[src/hdl/hrbp_pkg.sv]
// Package: shared types, constants and helpers for the HTTP request byte parser.
`default_nettype none
package hrbp_pkg;

   localparam int LENGTH_BITS_DEF = 32;
   localparam int CHUNK_BITS_DEF  = 32;

   // Parser phases
   localparam logic [2:0] PH_REQ   = 3'd0;
   localparam logic [2:0] PH_HDR   = 3'd1;
   localparam logic [2:0] PH_BODY  = 3'd2;
   localparam logic [2:0] PH_CHUNK = 3'd3;
   localparam logic [2:0] PH_DONE  = 3'd4;
   localparam logic [2:0] PH_ERR   = 3'd5;

   // Chunk sub-phases
   localparam logic [1:0] CK_SIZE  = 2'd0;
   localparam logic [1:0] CK_DATA  = 2'd1;
   localparam logic [1:0] CK_CRLF  = 2'd2;
   localparam logic [1:0] CK_TRAIL = 2'd3;

   // Header kinds
   localparam logic [1:0] KIND_OTHER = 2'd0;
   localparam logic [1:0] KIND_TE    = 2'd1;
   localparam logic [1:0] KIND_CL    = 2'd2;

   // Byte classes
   localparam logic [2:0] CLS_METHOD  = 3'd0;
   localparam logic [2:0] CLS_HVALUE  = 3'd4;
   localparam logic [2:0] CLS_HNAME   = 3'd3;
   localparam logic [2:0] CLS_BODY    = 3'd5;
   localparam logic [2:0] CLS_FRAMING = 3'd6;
   localparam logic [2:0] CLS_IGNORED = 3'd7;

   localparam logic [4:0] POS_DEAD = 5'd31;
   localparam logic [4:0] TE_LEN   = 5'd17;
   localparam logic [4:0] CL_LEN   = 5'd14;
   localparam logic [2:0] CK_LEN   = 3'd7;

   localparam logic [7:0] CHR_CR = 8'h0d;
   localparam logic [7:0] CHR_LF = 8'h0a;
   localparam logic [7:0] CHR_SP = 8'h20;
   localparam logic [7:0] CHR_COLON = 8'h3a;

   // One result item, queued between the parser and the output stage
   typedef struct packed {
      logic [2:0] byte_class;
      logic [7:0] out_byte;
      logic       message_done;
      logic       parse_error;
      logic       is_chunked;
      logic       last_of_run;
   } result_type;

   // Up to two results made by one input item
   typedef struct packed {
      logic       two;
      result_type first;
      result_type second;
   } pair_type;

   function automatic logic [7:0] to_lower(input logic [7:0] c);
      return (c >= 8'h41 && c <= 8'h5a) ? c + 8'd32 : c;
   endfunction

   function automatic logic [7:0] te_char(input logic [4:0] p);
      logic [7:0] r;
      unique case (p)
         5'd0: r = "t"; 5'd1: r = "r"; 5'd2: r = "a"; 5'd3: r = "n"; 5'd4: r = "s";
         5'd5: r = "f"; 5'd6: r = "e"; 5'd7: r = "r"; 5'd8: r = "-"; 5'd9: r = "e";
         5'd10: r = "n"; 5'd11: r = "c"; 5'd12: r = "o"; 5'd13: r = "d";
         5'd14: r = "i"; 5'd15: r = "n"; 5'd16: r = "g";
         default: r = 8'h00;
      endcase
      return r;
   endfunction

   function automatic logic [7:0] cl_char(input logic [4:0] p);
      logic [7:0] r;
      unique case (p)
         5'd0: r = "c"; 5'd1: r = "o"; 5'd2: r = "n"; 5'd3: r = "t"; 5'd4: r = "e";
         5'd5: r = "n"; 5'd6: r = "t"; 5'd7: r = "-"; 5'd8: r = "l"; 5'd9: r = "e";
         5'd10: r = "n"; 5'd11: r = "g"; 5'd12: r = "t"; 5'd13: r = "h";
         default: r = 8'h00;
      endcase
      return r;
   endfunction

   function automatic logic [7:0] ck_char(input logic [2:0] p);
      logic [7:0] r;
      unique case (p)
         3'd0: r = "c"; 3'd1: r = "h"; 3'd2: r = "u"; 3'd3: r = "n";
         3'd4: r = "k"; 3'd5: r = "e"; 3'd6: r = "d";
         default: r = 8'h00;
      endcase
      return r;
   endfunction

endpackage
`default_nettype wire

[src/hdl/http_request_byte_parser_unit.sv]
// Top level: HTTP request byte parser with stream ports.
`default_nettype none
// Labels each byte of an HTTP/1.1 request stream (request line, headers,
// fixed or chunked body). One byte is taken per cycle; each byte yields zero
// (a held CR), one or two result items, the latter when a held CR is released
// with the next byte. The front end works out all parser state at once;
// a four-entry queue feeds the result port, so the input stalls only when
// the result side falls behind. Results pass a front register, then the queue.
module http_request_byte_parser_unit #(
   parameter int LENGTH_BITS = hrbp_pkg::LENGTH_BITS_DEF,
   parameter int CHUNK_BITS  = hrbp_pkg::CHUNK_BITS_DEF
) (
   input  wire logic       clock,
   input  wire logic       reset,
   input  wire logic       req_tvalid,
   output logic            req_tready,
   input  wire logic [7:0] req_tdata,  // data_byte
   input  wire logic       req_tuser,  // start_new
   output logic            rsp_tvalid,
   input  wire logic       rsp_tready,
   output logic [7:0]      rsp_tdata,  // out_byte
   output logic [5:0]      rsp_tuser,  // byte_class[2:0], message_done, parse_error, is_chunked
   output logic            rsp_tlast   // last_of_run
);

   logic                 pr_valid;
   logic                 pr_ready;
   hrbp_pkg::pair_type   pr_data;
   hrbp_pkg::result_type res;

   hrbp_front #(.LENGTH_BITS(LENGTH_BITS), .CHUNK_BITS(CHUNK_BITS)) u_front (
      .clock(clock), .reset(reset),
      .in_valid(req_tvalid), .in_ready(req_tready),
      .in_byte(req_tdata), .in_start(req_tuser),
      .pr_valid(pr_valid), .pr_ready(pr_ready), .pr_data(pr_data)
   );

   hrbp_back u_back (
      .clock(clock), .reset(reset),
      .pr_valid(pr_valid), .pr_ready(pr_ready), .pr_data(pr_data),
      .out_valid(rsp_tvalid), .out_ready(rsp_tready), .out_data(res)
   );

   assign rsp_tdata = res.out_byte;
   assign rsp_tuser = {res.is_chunked, res.parse_error, res.message_done, res.byte_class};
   assign rsp_tlast = res.last_of_run;

endmodule
`default_nettype wire

[src/hdl/hrbp_front.sv]
// Front end: classifies each byte and updates the parser state, one item a cycle while the queue accepts results.
`default_nettype none
module hrbp_front #(
   parameter int LENGTH_BITS = hrbp_pkg::LENGTH_BITS_DEF,
   parameter int CHUNK_BITS  = hrbp_pkg::CHUNK_BITS_DEF
) (
   input  wire logic              clock,
   input  wire logic              reset,
   input  wire logic              in_valid,
   output logic                   in_ready,
   input  wire logic [7:0]        in_byte,
   input  wire logic              in_start,
   output logic                   pr_valid,
   input  wire logic              pr_ready,
   output hrbp_pkg::pair_type     pr_data
);

   localparam int LB = LENGTH_BITS;
   localparam int CB = CHUNK_BITS;

   logic [2:0]    phase_ff, phase_in;
   logic          crp_ff, crp_in;
   logic [1:0]    sp_ff, sp_in;
   logic          ls_ff, ls_in;
   logic          colon_ff, colon_in;
   logic          vlead_ff, vlead_in;
   logic [4:0]    tep_ff, tep_in;
   logic [4:0]    clp_ff, clp_in;
   logic [1:0]    kind_ff, kind_in;
   logic [2:0]    ckm_ff, ckm_in;
   logic          ckf_ff, ckf_in;
   logic [LB-1:0] len_ff, len_in;
   logic [CB-1:0] rem_ff, rem_in;
   logic [1:0]    cph_ff, cph_in;
   logic          hex_ff, hex_in;
   logic [1:0]    tsk_ff, tsk_in;

   logic              step;
   hrbp_pkg::pair_type pair;

   // Decimal and hex accumulation with saturation
   logic [LB+3:0] dec_wide;
   logic [3:0]    dec_digit;
   logic [CB+3:0] hex_wide;
   logic [3:0]    hex_digit;
   logic          hex_ok;
   logic [7:0]    lb;

   assign in_ready = !pr_valid || pr_ready;
   assign step     = in_valid && in_ready;
   assign lb       = hrbp_pkg::to_lower(in_byte);
   assign dec_digit = 4'(in_byte - 8'h30);
   assign dec_wide = ({4'd0, len_ff} << 3) + ({4'd0, len_ff} << 1) + (LB+4)'(dec_digit);

   always_comb begin
      hex_ok = 1'b1;
      hex_digit = 4'd0;
      if (in_byte >= 8'h30 && in_byte <= 8'h39) begin
         hex_digit = 4'(in_byte - 8'h30);
      end else if (lb >= 8'h61 && lb <= 8'h66) begin
         hex_digit = 4'(lb - 8'h57);
      end else begin
         hex_ok = 1'b0;
      end
   end

   assign hex_wide = ({4'd0, rem_ff} << 4) + (CB+4)'(hex_digit);

   // Work out the next state and the results of one byte
   always_comb begin
      logic       lmode;
      logic [7:0] b;
      logic       handled;
      logic       nres;
      hrbp_pkg::result_type r;
      logic [2:0] cls;
      logic       done;
      phase_in = phase_ff; crp_in = crp_ff; sp_in = sp_ff; ls_in = ls_ff;
      colon_in = colon_ff; vlead_in = vlead_ff; tep_in = tep_ff; clp_in = clp_ff;
      kind_in = kind_ff; ckm_in = ckm_ff; ckf_in = ckf_ff; len_in = len_ff;
      rem_in = rem_ff; cph_in = cph_ff; hex_in = hex_ff; tsk_in = tsk_ff;
      pair = '0;
      b = in_byte;
      handled = 1'b0;
      nres = 1'b0;
      r = '0;
      cls = hrbp_pkg::CLS_IGNORED;
      done = 1'b0;
      if (in_start) begin
         phase_in = hrbp_pkg::PH_REQ; crp_in = 1'b0; sp_in = 2'd0; ls_in = 1'b1;
         colon_in = 1'b0; vlead_in = 1'b0; tep_in = 5'd0; clp_in = 5'd0;
         kind_in = hrbp_pkg::KIND_OTHER; ckm_in = 3'd0; ckf_in = 1'b0;
         len_in = '0; rem_in = '0; cph_in = hrbp_pkg::CK_SIZE; hex_in = 1'b1;
         tsk_in = 2'd0;
      end
      lmode = phase_in == hrbp_pkg::PH_REQ || phase_in == hrbp_pkg::PH_HDR ||
              (phase_in == hrbp_pkg::PH_CHUNK &&
               (cph_in == hrbp_pkg::CK_SIZE || cph_in == hrbp_pkg::CK_TRAIL));
      // Two passes: a released CR, then the byte itself
      for (int k = 0; k < 2; k++) begin
         logic       emit;
         logic [7:0] cb;
         logic       content;
         emit = 1'b0;
         content = 1'b0;
         cb = b;
         if (!handled) begin
            if (k == 0) begin
               if (lmode && crp_in) begin
                  crp_in = 1'b0;
                  if (b == hrbp_pkg::CHR_LF) begin
                     // Line end: CR now, LF in second pass
                     r = '0;
                     r.byte_class = hrbp_pkg::CLS_FRAMING;
                     r.out_byte = hrbp_pkg::CHR_CR;
                     r.parse_error = phase_in == hrbp_pkg::PH_ERR;
                     r.is_chunked = ckf_in;
                     pair.first = r;
                     nres = 1'b1;
                     done = 1'b0;
                     if (phase_in == hrbp_pkg::PH_REQ) begin
                        if (sp_in < 2'd2) begin
                           phase_in = hrbp_pkg::PH_ERR;
                        end else begin
                           phase_in = hrbp_pkg::PH_HDR;
                           ls_in = 1'b1; colon_in = 1'b0; vlead_in = 1'b0; tep_in = 5'd0;
                           clp_in = 5'd0; kind_in = hrbp_pkg::KIND_OTHER; ckm_in = 3'd0;
                        end
                     end else if (phase_in == hrbp_pkg::PH_HDR) begin
                        if (ls_in) begin
                           if (ckf_in) begin
                              phase_in = hrbp_pkg::PH_CHUNK; cph_in = hrbp_pkg::CK_SIZE;
                              hex_in = 1'b1; rem_in = '0;
                           end else if (len_in == '0) begin
                              phase_in = hrbp_pkg::PH_DONE; done = 1'b1;
                           end else begin
                              phase_in = hrbp_pkg::PH_BODY;
                              rem_in = (CB > LB) ? CB'(len_in) :
                                 (len_in > LB'({CB{1'b1}}) ? '1 : CB'(len_in));
                           end
                        end else begin
                           ls_in = 1'b1; colon_in = 1'b0; vlead_in = 1'b0; tep_in = 5'd0;
                           clp_in = 5'd0; kind_in = hrbp_pkg::KIND_OTHER; ckm_in = 3'd0;
                        end
                     end else if (cph_in == hrbp_pkg::CK_SIZE) begin
                        hex_in = 1'b1;
                        if (rem_in == '0) begin
                           cph_in = hrbp_pkg::CK_TRAIL; ls_in = 1'b1;
                        end else begin
                           cph_in = hrbp_pkg::CK_DATA;
                        end
                     end else begin
                        if (ls_in) begin
                           phase_in = hrbp_pkg::PH_DONE; done = 1'b1;
                        end else begin
                           ls_in = 1'b1;
                        end
                     end
                     cls = hrbp_pkg::CLS_FRAMING;
                     emit = 1'b1;
                     handled = 1'b1;
                  end else begin
                     content = 1'b1;
                     cb = hrbp_pkg::CHR_CR;
                  end
               end
            end else begin
               if (lmode) begin
                  if (b == hrbp_pkg::CHR_CR) begin
                     crp_in = 1'b1;
                  end else begin
                     content = 1'b1;
                  end
               end else if (phase_in == hrbp_pkg::PH_BODY) begin
                  if (rem_in != '0) rem_in = rem_in - 1'b1;
                  if (rem_in == '0) begin
                     phase_in = hrbp_pkg::PH_DONE; done = 1'b1;
                  end
                  cls = hrbp_pkg::CLS_BODY; emit = 1'b1;
               end else if (phase_in == hrbp_pkg::PH_CHUNK &&
                            cph_in == hrbp_pkg::CK_DATA) begin
                  if (rem_in != '0) rem_in = rem_in - 1'b1;
                  if (rem_in == '0) begin
                     cph_in = hrbp_pkg::CK_CRLF; tsk_in = 2'd2;
                  end
                  cls = hrbp_pkg::CLS_BODY; emit = 1'b1;
               end else if (phase_in == hrbp_pkg::PH_CHUNK) begin
                  if (tsk_in != 2'd0) tsk_in = tsk_in - 2'd1;
                  if (tsk_in == 2'd0) begin
                     cph_in = hrbp_pkg::CK_SIZE; hex_in = 1'b1; rem_in = '0;
                  end
                  cls = hrbp_pkg::CLS_FRAMING; emit = 1'b1;
               end else begin
                  cls = hrbp_pkg::CLS_IGNORED; emit = 1'b1;
               end
            end
            // Content byte of a line-oriented part
            if (content) begin
               emit = 1'b1;
               if (phase_in == hrbp_pkg::PH_REQ) begin
                  if (cb == hrbp_pkg::CHR_SP && sp_in < 2'd2) begin
                     sp_in = sp_in + 2'd1; cls = hrbp_pkg::CLS_FRAMING;
                  end else begin
                     cls = {1'b0, sp_in};
                  end
               end else if (phase_in == hrbp_pkg::PH_HDR) begin
                  ls_in = 1'b0;
                  if (!colon_in) begin
                     if (cb == hrbp_pkg::CHR_COLON) begin
                        colon_in = 1'b1; vlead_in = 1'b1; ckm_in = 3'd0;
                        if (tep_in == hrbp_pkg::TE_LEN) begin
                           kind_in = hrbp_pkg::KIND_TE;
                        end else if (clp_in == hrbp_pkg::CL_LEN) begin
                           kind_in = hrbp_pkg::KIND_CL; len_in = '0;
                        end else begin
                           kind_in = hrbp_pkg::KIND_OTHER;
                        end
                        cls = hrbp_pkg::CLS_FRAMING;
                     end else begin
                        tep_in = (tep_in >= hrbp_pkg::TE_LEN ||
                                  hrbp_pkg::to_lower(cb) != hrbp_pkg::te_char(tep_in)) ?
                                 hrbp_pkg::POS_DEAD : tep_in + 5'd1;
                        clp_in = (clp_in >= hrbp_pkg::CL_LEN ||
                                  hrbp_pkg::to_lower(cb) != hrbp_pkg::cl_char(clp_in)) ?
                                 hrbp_pkg::POS_DEAD : clp_in + 5'd1;
                        cls = hrbp_pkg::CLS_HNAME;
                     end
                  end else if (vlead_in && cb == hrbp_pkg::CHR_SP) begin
                     cls = hrbp_pkg::CLS_IGNORED;
                  end else begin
                     vlead_in = 1'b0;
                     if (kind_in == hrbp_pkg::KIND_TE) begin
                        if (hrbp_pkg::to_lower(cb) == hrbp_pkg::ck_char(ckm_in)) begin
                           ckm_in = ckm_in + 3'd1;
                        end else begin
                           ckm_in = (hrbp_pkg::to_lower(cb) == 8'h63) ? 3'd1 : 3'd0;
                        end
                        if (ckm_in >= hrbp_pkg::CK_LEN) begin
                           ckf_in = 1'b1; ckm_in = 3'd0;
                        end
                     end else if (kind_in == hrbp_pkg::KIND_CL) begin
                        // Only the byte pass accumulates; a released CR is not a digit
                        if (cb >= 8'h30 && cb <= 8'h39) begin
                           len_in = (dec_wide[LB+3:LB] != 4'd0) ? '1 : dec_wide[LB-1:0];
                        end else begin
                           kind_in = hrbp_pkg::KIND_OTHER;
                        end
                     end
                     cls = hrbp_pkg::CLS_HVALUE;
                  end
               end else if (cph_in == hrbp_pkg::CK_SIZE) begin
                  if (hex_in) begin
                     if (cb == hrbp_pkg::CHR_CR || !hex_ok) begin
                        hex_in = 1'b0;
                     end else begin
                        rem_in = (hex_wide[CB+3:CB] != 4'd0) ? '1 : hex_wide[CB-1:0];
                     end
                  end
                  cls = hrbp_pkg::CLS_FRAMING;
               end else begin
                  ls_in = 1'b0;
                  cls = hrbp_pkg::CLS_FRAMING;
               end
            end
            if (emit) begin
               r = '0;
               r.byte_class = cls;
               r.out_byte = cb;
               r.message_done = done;
               r.parse_error = phase_in == hrbp_pkg::PH_ERR;
               r.is_chunked = ckf_in;
               if (nres) begin
                  pair.second = r;
                  pair.two = 1'b1;
               end else begin
                  pair.first = r;
                  nres = 1'b1;
               end
               done = 1'b0;
            end
         end
      end
      if (pair.two) begin
         pair.second.last_of_run = 1'b1;
      end else begin
         pair.first.last_of_run = 1'b1;
      end
      if (!nres) pair.first.last_of_run = 1'b0;
   end

   // Register the parser state and hold results for the queue; a CR held alone makes none
   always_ff @(posedge clock) begin
      if (reset) begin
         pr_valid <= 1'b0;
         phase_ff <= hrbp_pkg::PH_REQ; crp_ff <= 1'b0; sp_ff <= 2'd0; ls_ff <= 1'b1;
         colon_ff <= 1'b0; vlead_ff <= 1'b0; tep_ff <= 5'd0; clp_ff <= 5'd0;
         kind_ff <= hrbp_pkg::KIND_OTHER; ckm_ff <= 3'd0; ckf_ff <= 1'b0;
         len_ff <= '0; rem_ff <= '0; cph_ff <= hrbp_pkg::CK_SIZE; hex_ff <= 1'b1;
         tsk_ff <= 2'd0;
      end else begin
         if (step) begin
            pr_valid <= pair.first.last_of_run || pair.two;
            pr_data <= pair;
            phase_ff <= phase_in; crp_ff <= crp_in; sp_ff <= sp_in; ls_ff <= ls_in;
            colon_ff <= colon_in; vlead_ff <= vlead_in; tep_ff <= tep_in; clp_ff <= clp_in;
            kind_ff <= kind_in; ckm_ff <= ckm_in; ckf_ff <= ckf_in; len_ff <= len_in;
            rem_ff <= rem_in; cph_ff <= cph_in; hex_ff <= hex_in; tsk_ff <= tsk_in;
         end else if (pr_ready) begin
            pr_valid <= 1'b0;
         end
      end
   end

endmodule
`default_nettype wire

[src/hdl/hrbp_back.sv]
// Back end: queues result pairs and sends them out one item a cycle while the receiver is ready.
`default_nettype none
module hrbp_back (
   input  wire logic               clock,
   input  wire logic               reset,
   input  wire logic               pr_valid,
   output logic                    pr_ready,
   input  wire hrbp_pkg::pair_type pr_data,
   output logic                    out_valid,
   input  wire logic               out_ready,
   output hrbp_pkg::result_type    out_data
);

   localparam int DEPTH = 4;

   hrbp_pkg::result_type q_ff [DEPTH];
   logic [1:0] rd_ff, rd_in;
   logic [1:0] wr_ff, wr_in;
   logic [2:0] cnt_ff, cnt_in;
   logic       pop;
   logic [1:0] npush;

   assign pr_ready  = cnt_ff <= 3'd2;
   assign out_valid = cnt_ff != 3'd0;
   assign out_data  = q_ff[rd_ff];
   assign pop       = out_valid && out_ready;
   assign npush     = (pr_valid && pr_ready) ? (pr_data.two ? 2'd2 : 2'd1) : 2'd0;
   assign rd_in     = rd_ff + {1'b0, pop};
   assign wr_in     = wr_ff + npush;
   assign cnt_in    = cnt_ff + {1'b0, npush} - {2'b0, pop};

   // Advance pointers
   always_ff @(posedge clock) begin
      if (reset) begin
         rd_ff <= 2'd0; wr_ff <= 2'd0; cnt_ff <= 3'd0;
      end else begin
         rd_ff <= rd_in; wr_ff <= wr_in; cnt_ff <= cnt_in;
      end
   end

   // Write one or two entries
   always_ff @(posedge clock) begin
      if (npush != 2'd0) begin
         q_ff[wr_ff] <= pr_data.first;
      end
      if (npush == 2'd2) begin
         q_ff[wr_ff + 2'd1] <= pr_data.second;
      end
   end

endmodule
`default_nettype wire
[config.mk]
export PLATFORM = sky130hd
export DESIGN_NAME = http_request_byte_parser_unit
export DESIGN_NICKNAME = d
export VERILOG_FILES = /design/src/hdl/hrbp_pkg.sv /design/src/hdl/http_request_byte_parser_unit.sv /design/src/hdl/hrbp_front.sv /design/src/hdl/hrbp_back.sv
export SDC_FILE = /design/constraint.sdc
export NUM_CORES = 1
export LEC_CHECK = 0
export ABC_CLOCK_PERIOD_IN_PS = 5950
export BUFFER_PORTS_ARGS = -buffer_cell sky130_fd_sc_hd__buf_2
export CORE_MARGIN = 2
export CORE_UTILIZATION = 53
export DETAILED_ROUTE_END_ITERATION = 10
export PLACE_DENSITY_LB_ADDON = 0.1
export SLEW_MARGIN = 20
export SYNTH_ARGS = -nofsm -noshare
export SYNTH_HDL_FRONTEND = slang
export SYNTH_SLANG_ARGS = --single-unit
[constraint.sdc]
create_clock -name clock -period 5.95 [get_ports clock]
set_input_delay 0.595 -clock clock [delete_from_list [all_inputs] [get_ports clock]]
set_output_delay 0.595 -clock clock [all_outputs]
set_load 0.05 [all_outputs]
==> impl_metrics.tcl, run 1 <==
set metrics [dict create \
    holdPathEnd "u_front.pr_valid" \
    holdWs_ns 0.409 \
    fin_ws_ns 0.462 \
    drive_gt1_frac 0.145 \
    setup_tns_ns 0 \
    min-delay-start "req_tvalid" \
    synth_edf_count 91 \
    clk_latency_ns 0.46 \
    syn_to_final_growth_pct 8.85 \
    cts_buffers 17 \
    die_h_um 176 \
    die_x_um 176 \
    synth_ff_type "dfxtp_1" \
    endpoint_kind "register" \
    drt_iter0_markers 1439 \
    wirelength_mm 50.4 \
    drt-pass1-iter-count 5 \
    filler_cell_count 2696 \
    crit_fanout 7 \
    crit_arrival_ns 5.85 \
    multi_input_area_um2 10300 \
    synth_seq_cells 193 \
    drt-vias-per-instance 6.59 \
    cts.clk_slew.worst_paths_ns 0.08 \
    cts_tree "built" \
    dp_slack_ns 0.234 \
    ir_drop_uv 166 \
    period_minus_slack_ns 5.49 \
    fin_cells 2289 \
    num_antenna_cells 0 \
    ys_seq_area_frac 0.303 \
    grt_pass1_wl_mm 79.9 \
    skew_ns 0.0155 \
    rsz0062_at_grt "no" \
    dp_hpwl_mm 36.7 \
    htree_levels 4 \
    vias 15100 \
    r2r_slack_ns 0.46 \
    clk_path_buf_depth 2 \
    ys_types 96 \
    coreArea_um2 29500 \
    grt_pass1_vias 14200 \
    synth_nets 1993 \
    rows 63 \
    status "completed" \
    holdPathStages 3 \
    setup_viol 0 \
    grt_usage 0.326 \
    start_util 0.534 \
    antenna_found_initial 1 \
    postCtsSetupBuffers 0 \
    ys_warn_count 0 \
    reg2regPathDepth 20 \
    nNetsFinal 2002 \
    cts-resized-gates 0 \
    layout.area.seq_um2 4770 \
    grt_max_degree 68 \
    grt-ovfl-total 0 \
    drv_cap 0 \
    start_kind "register" \
    syn_inst 1877 \
    hold_class "input pin to register" \
    final_max_slew_viol_count 0 \
    worstPathRequired_ns 6.31 \
    tightest_slew_ns 1.04 \
    maxSlewHeadroom 0.304 \
    layout_common_cells "nand2_1, a21oi_1, nor2_1" \
    hold_viol_final 0 \
    fmax_mhz 182 \
    synthArstFlopShare 0 \
    io_pins 30 \
    die_area_um2 31100 \
    placed_cells 2257 \
    reg2reg_to "u_front.tep_ff[2]" \
    crit-reg2reg-launch "u_front.len_ff[23]" \
    synth.cell_area_um2 15800 \
    ant_nets 0 \
    routedWlPerCell_um 22.0 \
    clock-root-buffer "clkbuf_16" \
    drc 0 \
    syn_area_per_cell_um2 8.39 \
    ctsHoldBuffers 0 \
    p_leak_nw 6.78 \
    path_class "register to register" \
    final_common_cell "nand2_1" \
    cts_sinks 193 \
    port_buffers 29 \
    gp_congestion 0.984 \
    power_per_cell_area_nw_per_um2 211 \
    finalCritPeriodShare 0.922 \
]
==> critical path: stages (launching register included) <==
cell and delay, ns:
dfxtp_1 0.31, buf_4 0.16, or3_1 0.38, or3_1 0.46, nor4_1 0.54, buf_4 0.21, a2111o_1 0.17, nand3_1 0.19
nor2_1 0.34, nor2_2 0.14, inv_1 0.14, ha_1 0.25, or3b_2 0.45, o221ai_1 0.12, o221ai_1 0.16, o21ba_2 0.26
xnor2_1 0.11, a32oi_1 0.13, nor3_1 0.45, nand3_1 0.14, a32o_1 0.27
==> metrics by stage <==
step / total power [W] / area [um2] / util
after floorplan: 0.00219 / 15800 / -
after global placement: 0.00240 / 16500 / 0.560
after detailed placement: 0.00241 / 16500 / 0.560
after CTS: 0.00363 / 17200 / 0.582
after global routing: 0.00375 / 17200 / 0.582
final: 0.00361 / 17200 / 0.582
==> per-layer routing <==
metal,global-route usage,vias up,share of wire
li1,-,7113,-
met3,0.0463,134,0.069
met2,0.543,646,0.47
met4,0.142,2,0.039
met1,0.424,7183,0.42
met5,0,-,0.00026
==> worst max path at each step <==
stage                  startpoint                  to  slack (ns)
6_report       u_front.len_ff[23]   u_front.tep_ff[2]        0.46
5_1_grt        u_front.len_ff[23]  u_front.len_ff[28]        0.21
4_1_cts        u_front.len_ff[23]   u_front.tep_ff[2]        0.57
3_5_place_dp            req_tuser   u_front.tep_ff[2]        0.23
3_3_place_gp            req_tuser   u_front.tep_ff[2]        0.31
2_1_floorplan           req_tuser   u_front.tep_ff[2]        0.07
==> layout make-up <==
type	count	share of cell area
tap	390	0.0285
multi-input combinational	1511	0.599
clock inverter	15	0.0118
inverter	52	0.0114
clock buffer	17	0.0248
timing repair buffer	111	0.0458
sequential	193	0.278
==> flip-flops by register name, indices dropped and copies added (netlist names), 2 cells and up <==
name	cells
u_back.q_ff	60
u_front.clp_ff	5
u_front.len_ff	32
u_front.tep_ff	5
u_front.tsk_ff	2
u_back.wr_ff	2
u_back.cnt_ff	3
u_front.sp_ff	2
u_front.rem_ff	32
u_back.rd_ff	2
u_front.phase_ff	3
u_front.kind_ff	2
u_front.pr_data	31
u_front.ckm_ff	3
u_front.cph_ff	2
==> power by group <==
part           switching, W  internal (W)
clock              0.000617      0.000614
combinational      0.000563      0.000299
sequential        0.0000525       0.00146
==> synthesized netlist by cell type, types with 9 or more instances <==
master | instances | area, um2
o31ai_1 | 9 | 67.6
a211o_1 | 11 | 96.3
or2_2 | 9 | 56.3
nand2_1 | 243 | 912
and2_1 | 18 | 113
a211oi_1 | 20 | 150
mux4_2 | 15 | 338
nand3_1 | 44 | 220
mux2_2 | 67 | 754
buf_2 | 14 | 70.1
or3_1 | 19 | 119
xnor2_1 | 31 | 272
a21oi_1 | 160 | 801
mux2i_1 | 23 | 230
o21a_1 | 13 | 97.6
nor4_1 | 29 | 181
o221ai_1 | 16 | 140
o211ai_1 | 62 | 465
o311ai_0 | 9 | 78.8
a32oi_1 | 9 | 78.8
o21ai_1 | 10 | 50.1
a21o_1 | 28 | 210
dfxtp_1 | 102 | 2040
nand2b_1 | 14 | 87.6
and3_1 | 17 | 106
clkbuf_1 | 91 | 342
edfxtp_1 | 91 | 2730
inv_1 | 52 | 195
nor2b_1 | 17 | 106
o21ai_0 | 104 | 521
a31oi_1 | 22 | 138
nand3b_1 | 10 | 75.1
nand4_1 | 15 | 93.8
o22ai_1 | 11 | 68.8
nor2_1 | 154 | 578
xor2_1 | 13 | 114
nor3_1 | 48 | 240
ha_1 | 100 | 1250
==> cell families after synthesis <==
kind of cell / Yosys count / synth area share
AO/OA/AOI/OAI: 574 / 0.243
XOR/XNOR: 44 / 0.0245
adder cells (fa/ha/maj): 104 / 0.0839
buffers and inverters: 173 / 0.0474
flip-flops: 193 / 0.303
multiplexers: 108 / 0.0866
AND/OR/NAND/NOR: 681 / 0.212
Power figures use the tool's default switching activity.
==> run 2: changes to the inputs <==
--- a/config.mk
+++ b/config.mk
@@ -5,7 +5,7 @@
 export SDC_FILE = /design/constraint.sdc
 export NUM_CORES = 1
 export LEC_CHECK = 0
-export ABC_CLOCK_PERIOD_IN_PS = 5950
+export ABC_CLOCK_PERIOD_IN_PS = 5600
 export BUFFER_PORTS_ARGS = -buffer_cell sky130_fd_sc_hd__buf_2
 export CORE_MARGIN = 2
 export CORE_UTILIZATION = 53
==> constraint.sdc (replaced) <==
create_clock -name clock -period 5.6 [get_ports clock]
set_input_delay 0.56 -clock clock [delete_from_list [all_inputs] [get_ports clock]]
set_output_delay 0.56 -clock clock [all_outputs]
set_load 0.05 [all_outputs]
==> impl_metrics.tcl, run 2 (synthesized netlist as in run 1, its figures left out) <==
set metrics [dict create \
    switchingPower_w 0.00131 \
    clock-root-buffer "clkbuf_16" \
    path_cells "or4_1 -> or3_4 -> nor4_2 -> buf_4 -> a2111o_1 -> and3_1 -> nand3_1 -> nand2_1 -> inv_1 -> ha_1 -> a21oi_1 -> nor2_1 -> a2111oi_1 -> o2111a_1 -> o2111ai_1 -> a21oi_1 -> and4_1 -> nand4b_1 -> o21ai_0" \
    ir_drop_uv 154 \
    cpMostUsedCell "a21oi_1" \
    period_minus_slack_ns 5.16 \
    largestRegisters "u_back.q_ff: 60 flops, u_front.len_ff: 32 flops, u_front.rem_ff: 32 flops" \
    skew_ns 0.0129 \
    swShare 0.344 \
    cts.clk_slew.worst_paths_ns 0.08 \
    hold_class "input pin to register" \
    path_buf_inv 2 \
    rows 63 \
    grt_pass1_wl_mm 81.1 \
    start_kind "register" \
    htree_levels 4 \
    setup_viol 0 \
    status "completed" \
    cts_sinks 193 \
    final_util 0.586 \
    final_area_um2 17300 \
    grt_usage 0.334 \
    drt-vias-per-instance 6.65 \
    maxSlewHeadroom 0.291 \
    intPower_w 0.00249 \
    rsz0062_at_grt "no" \
    dp_hpwl_mm 37.6 \
    drv_cap 0 \
    r2r_slack_ns 0.44 \
    hold_viol_final 0 \
    top_register "u_back.q_ff" \
    layout_common_cells "nand2_1, a21oi_1, nor2_1" \
    power_per_cell_area_nw_per_um2 220 \
    largest_register_ffs 60 \
    cts_buffers 17 \
    comb_power_share 0.233 \
    finalCritPeriodShare 0.921 \
    crit-reg2reg-launch "u_front.len_ff[8]" \
    clk_latency_ns 0.45 \
    seq_power_share 0.432 \
    path_class "register to register" \
    coreArea_um2 29500 \
    worstPathRequired_ns 5.88 \
    final_max_slew_viol_count 0 \
    syn_to_final_growth_pct 9.68 \
    start_util 0.534 \
    grt_max_degree 68 \
    min-delay-start "req_tvalid" \
    grt-ovfl-total 0 \
    antenna_found_initial 0 \
    grt_pass1_vias 14600 \
    wirelength_mm 51.8 \
    tightest_slew_ns 1.06 \
    drt_iter0_markers 1399 \
    dr_wl_met3_mm 3.87 \
    clk_path_buf_depth 2 \
    routedWlPerCell_um 22.5 \
    cp_slowest_stage_delay_ns 0.61 \
    vias 15300 \
    fmax_mhz 194 \
    drc 0 \
    num_antenna_cells 0 \
    die_area_um2 31100 \
    critPathSlowestCell "or4_1" \
    setup_tns_ns 0 \
    maxUsedRoutingLayer "met4" \
    cts_tree "built" \
    crit_fanout 8 \
    endpoint_kind "register" \
    die_x_um 176 \
    p_leak_nw 6.85 \
    ant_nets 0 \
    startpoint "u_front.len_ff[8]" \
    gp_congestion 0.969 \
    drive_gt1_frac 0.154 \
    die_h_um 176 \
    final_common_cell "nand2_1" \
    cp_top_family "simple AND/OR/NAND/NOR gates" \
    io_pins 30 \
    crit_arrival_ns 5.44 \
    wl_met2_mm 24.1 \
    nNetsFinal 2015 \
    drt-pass1-iter-count 6 \
    postCtsSetupBuffers 0 \
    drt-met1-wl_mm 21.5 \
    placed_area_um2 16600 \
    clkPwrFrac 0.335 \
    port_buffers 29 \
]
## run 2: path summary, 6_finish.rpt
path                          to  cells after the start
min             u_front.pr_valid                      3
max reg2reg  u_front.pr_data[16]                     19
min reg2reg    u_front.clp_ff[4]                      2
max          u_front.pr_data[16]                     19
## run 2: power groups by stage
stage	Clock [W]	Sequential (W)	Combinational, W
2_1_floorplan	0	0.00161	0.000716
3_3_place_gp	0	0.00167	0.000872
3_5_place_dp	0	0.00168	0.000879
4_1_cts	0.00129	0.00164	0.000884
5_1_grt	0.00135	0.00166	0.000953
6_report	0.00127	0.00164	0.000886
## run 2: worst register-to-register path, stage by stage, from the launching register on
cell and delay [ns]:
dfxtp_1 0.32, or4_1 0.61, or3_4 0.41, nor4_2 0.29, buf_4 0.18, a2111o_1 0.16, and3_1 0.32, nand3_1 0.25
nand2_1 0.22, inv_1 0.09, ha_1 0.30, a21oi_1 0.16, nor2_1 0.06, a2111oi_1 0.40, o2111a_1 0.24, o2111ai_1 0.11
a21oi_1 0.22, and4_1 0.29, nand4b_1 0.17, o21ai_0 0.21
## run 2: area by class of cell
| class | count | area (um2) |
|---|---|---|
| Clock inverter | 14 | 175 |
| Multi-Input combinational cell | 1511 | 10300 |
| Tap cell | 390 | 488 |
| Clock buffer | 18 | 439 |
| Timing Repair Buffer | 124 | 896 |
| Sequential cell | 193 | 4780 |
| Fill cell | 2684 | 12200 |
| Inverter | 52 | 195 |
## run 2: what timing repair did
item	in CTS	in global routing
setup endpoints to repair	0	11
hold buffers	0	0
gates resized for setup	0	5
## run 2: per-layer routing
| layer | vias up | track usage |
|---|---|---|
| met4 | 0 | 0.160 |
| met1 | 7321 | 0.425 |
| met2 | 702 | 0.552 |
| met3 | 163 | 0.0547 |
| met5 | - | 0 |
| li1 | 7131 | - |
## run 2: through the flow
stage	hold WS, ns	setup slack (ns)	instances	total power, W
finish	0.389	0.440	2302	0.00380
global route	0.400	0.0434	2302	0.00395
CTS	0.376	0.267	2302	0.00382
detailed placement	0.434	0.0583	2270	0.00256
global placement	0.426	0.226	2270	0.00254
floorplan	0.415	0.00918	1877	0.00233
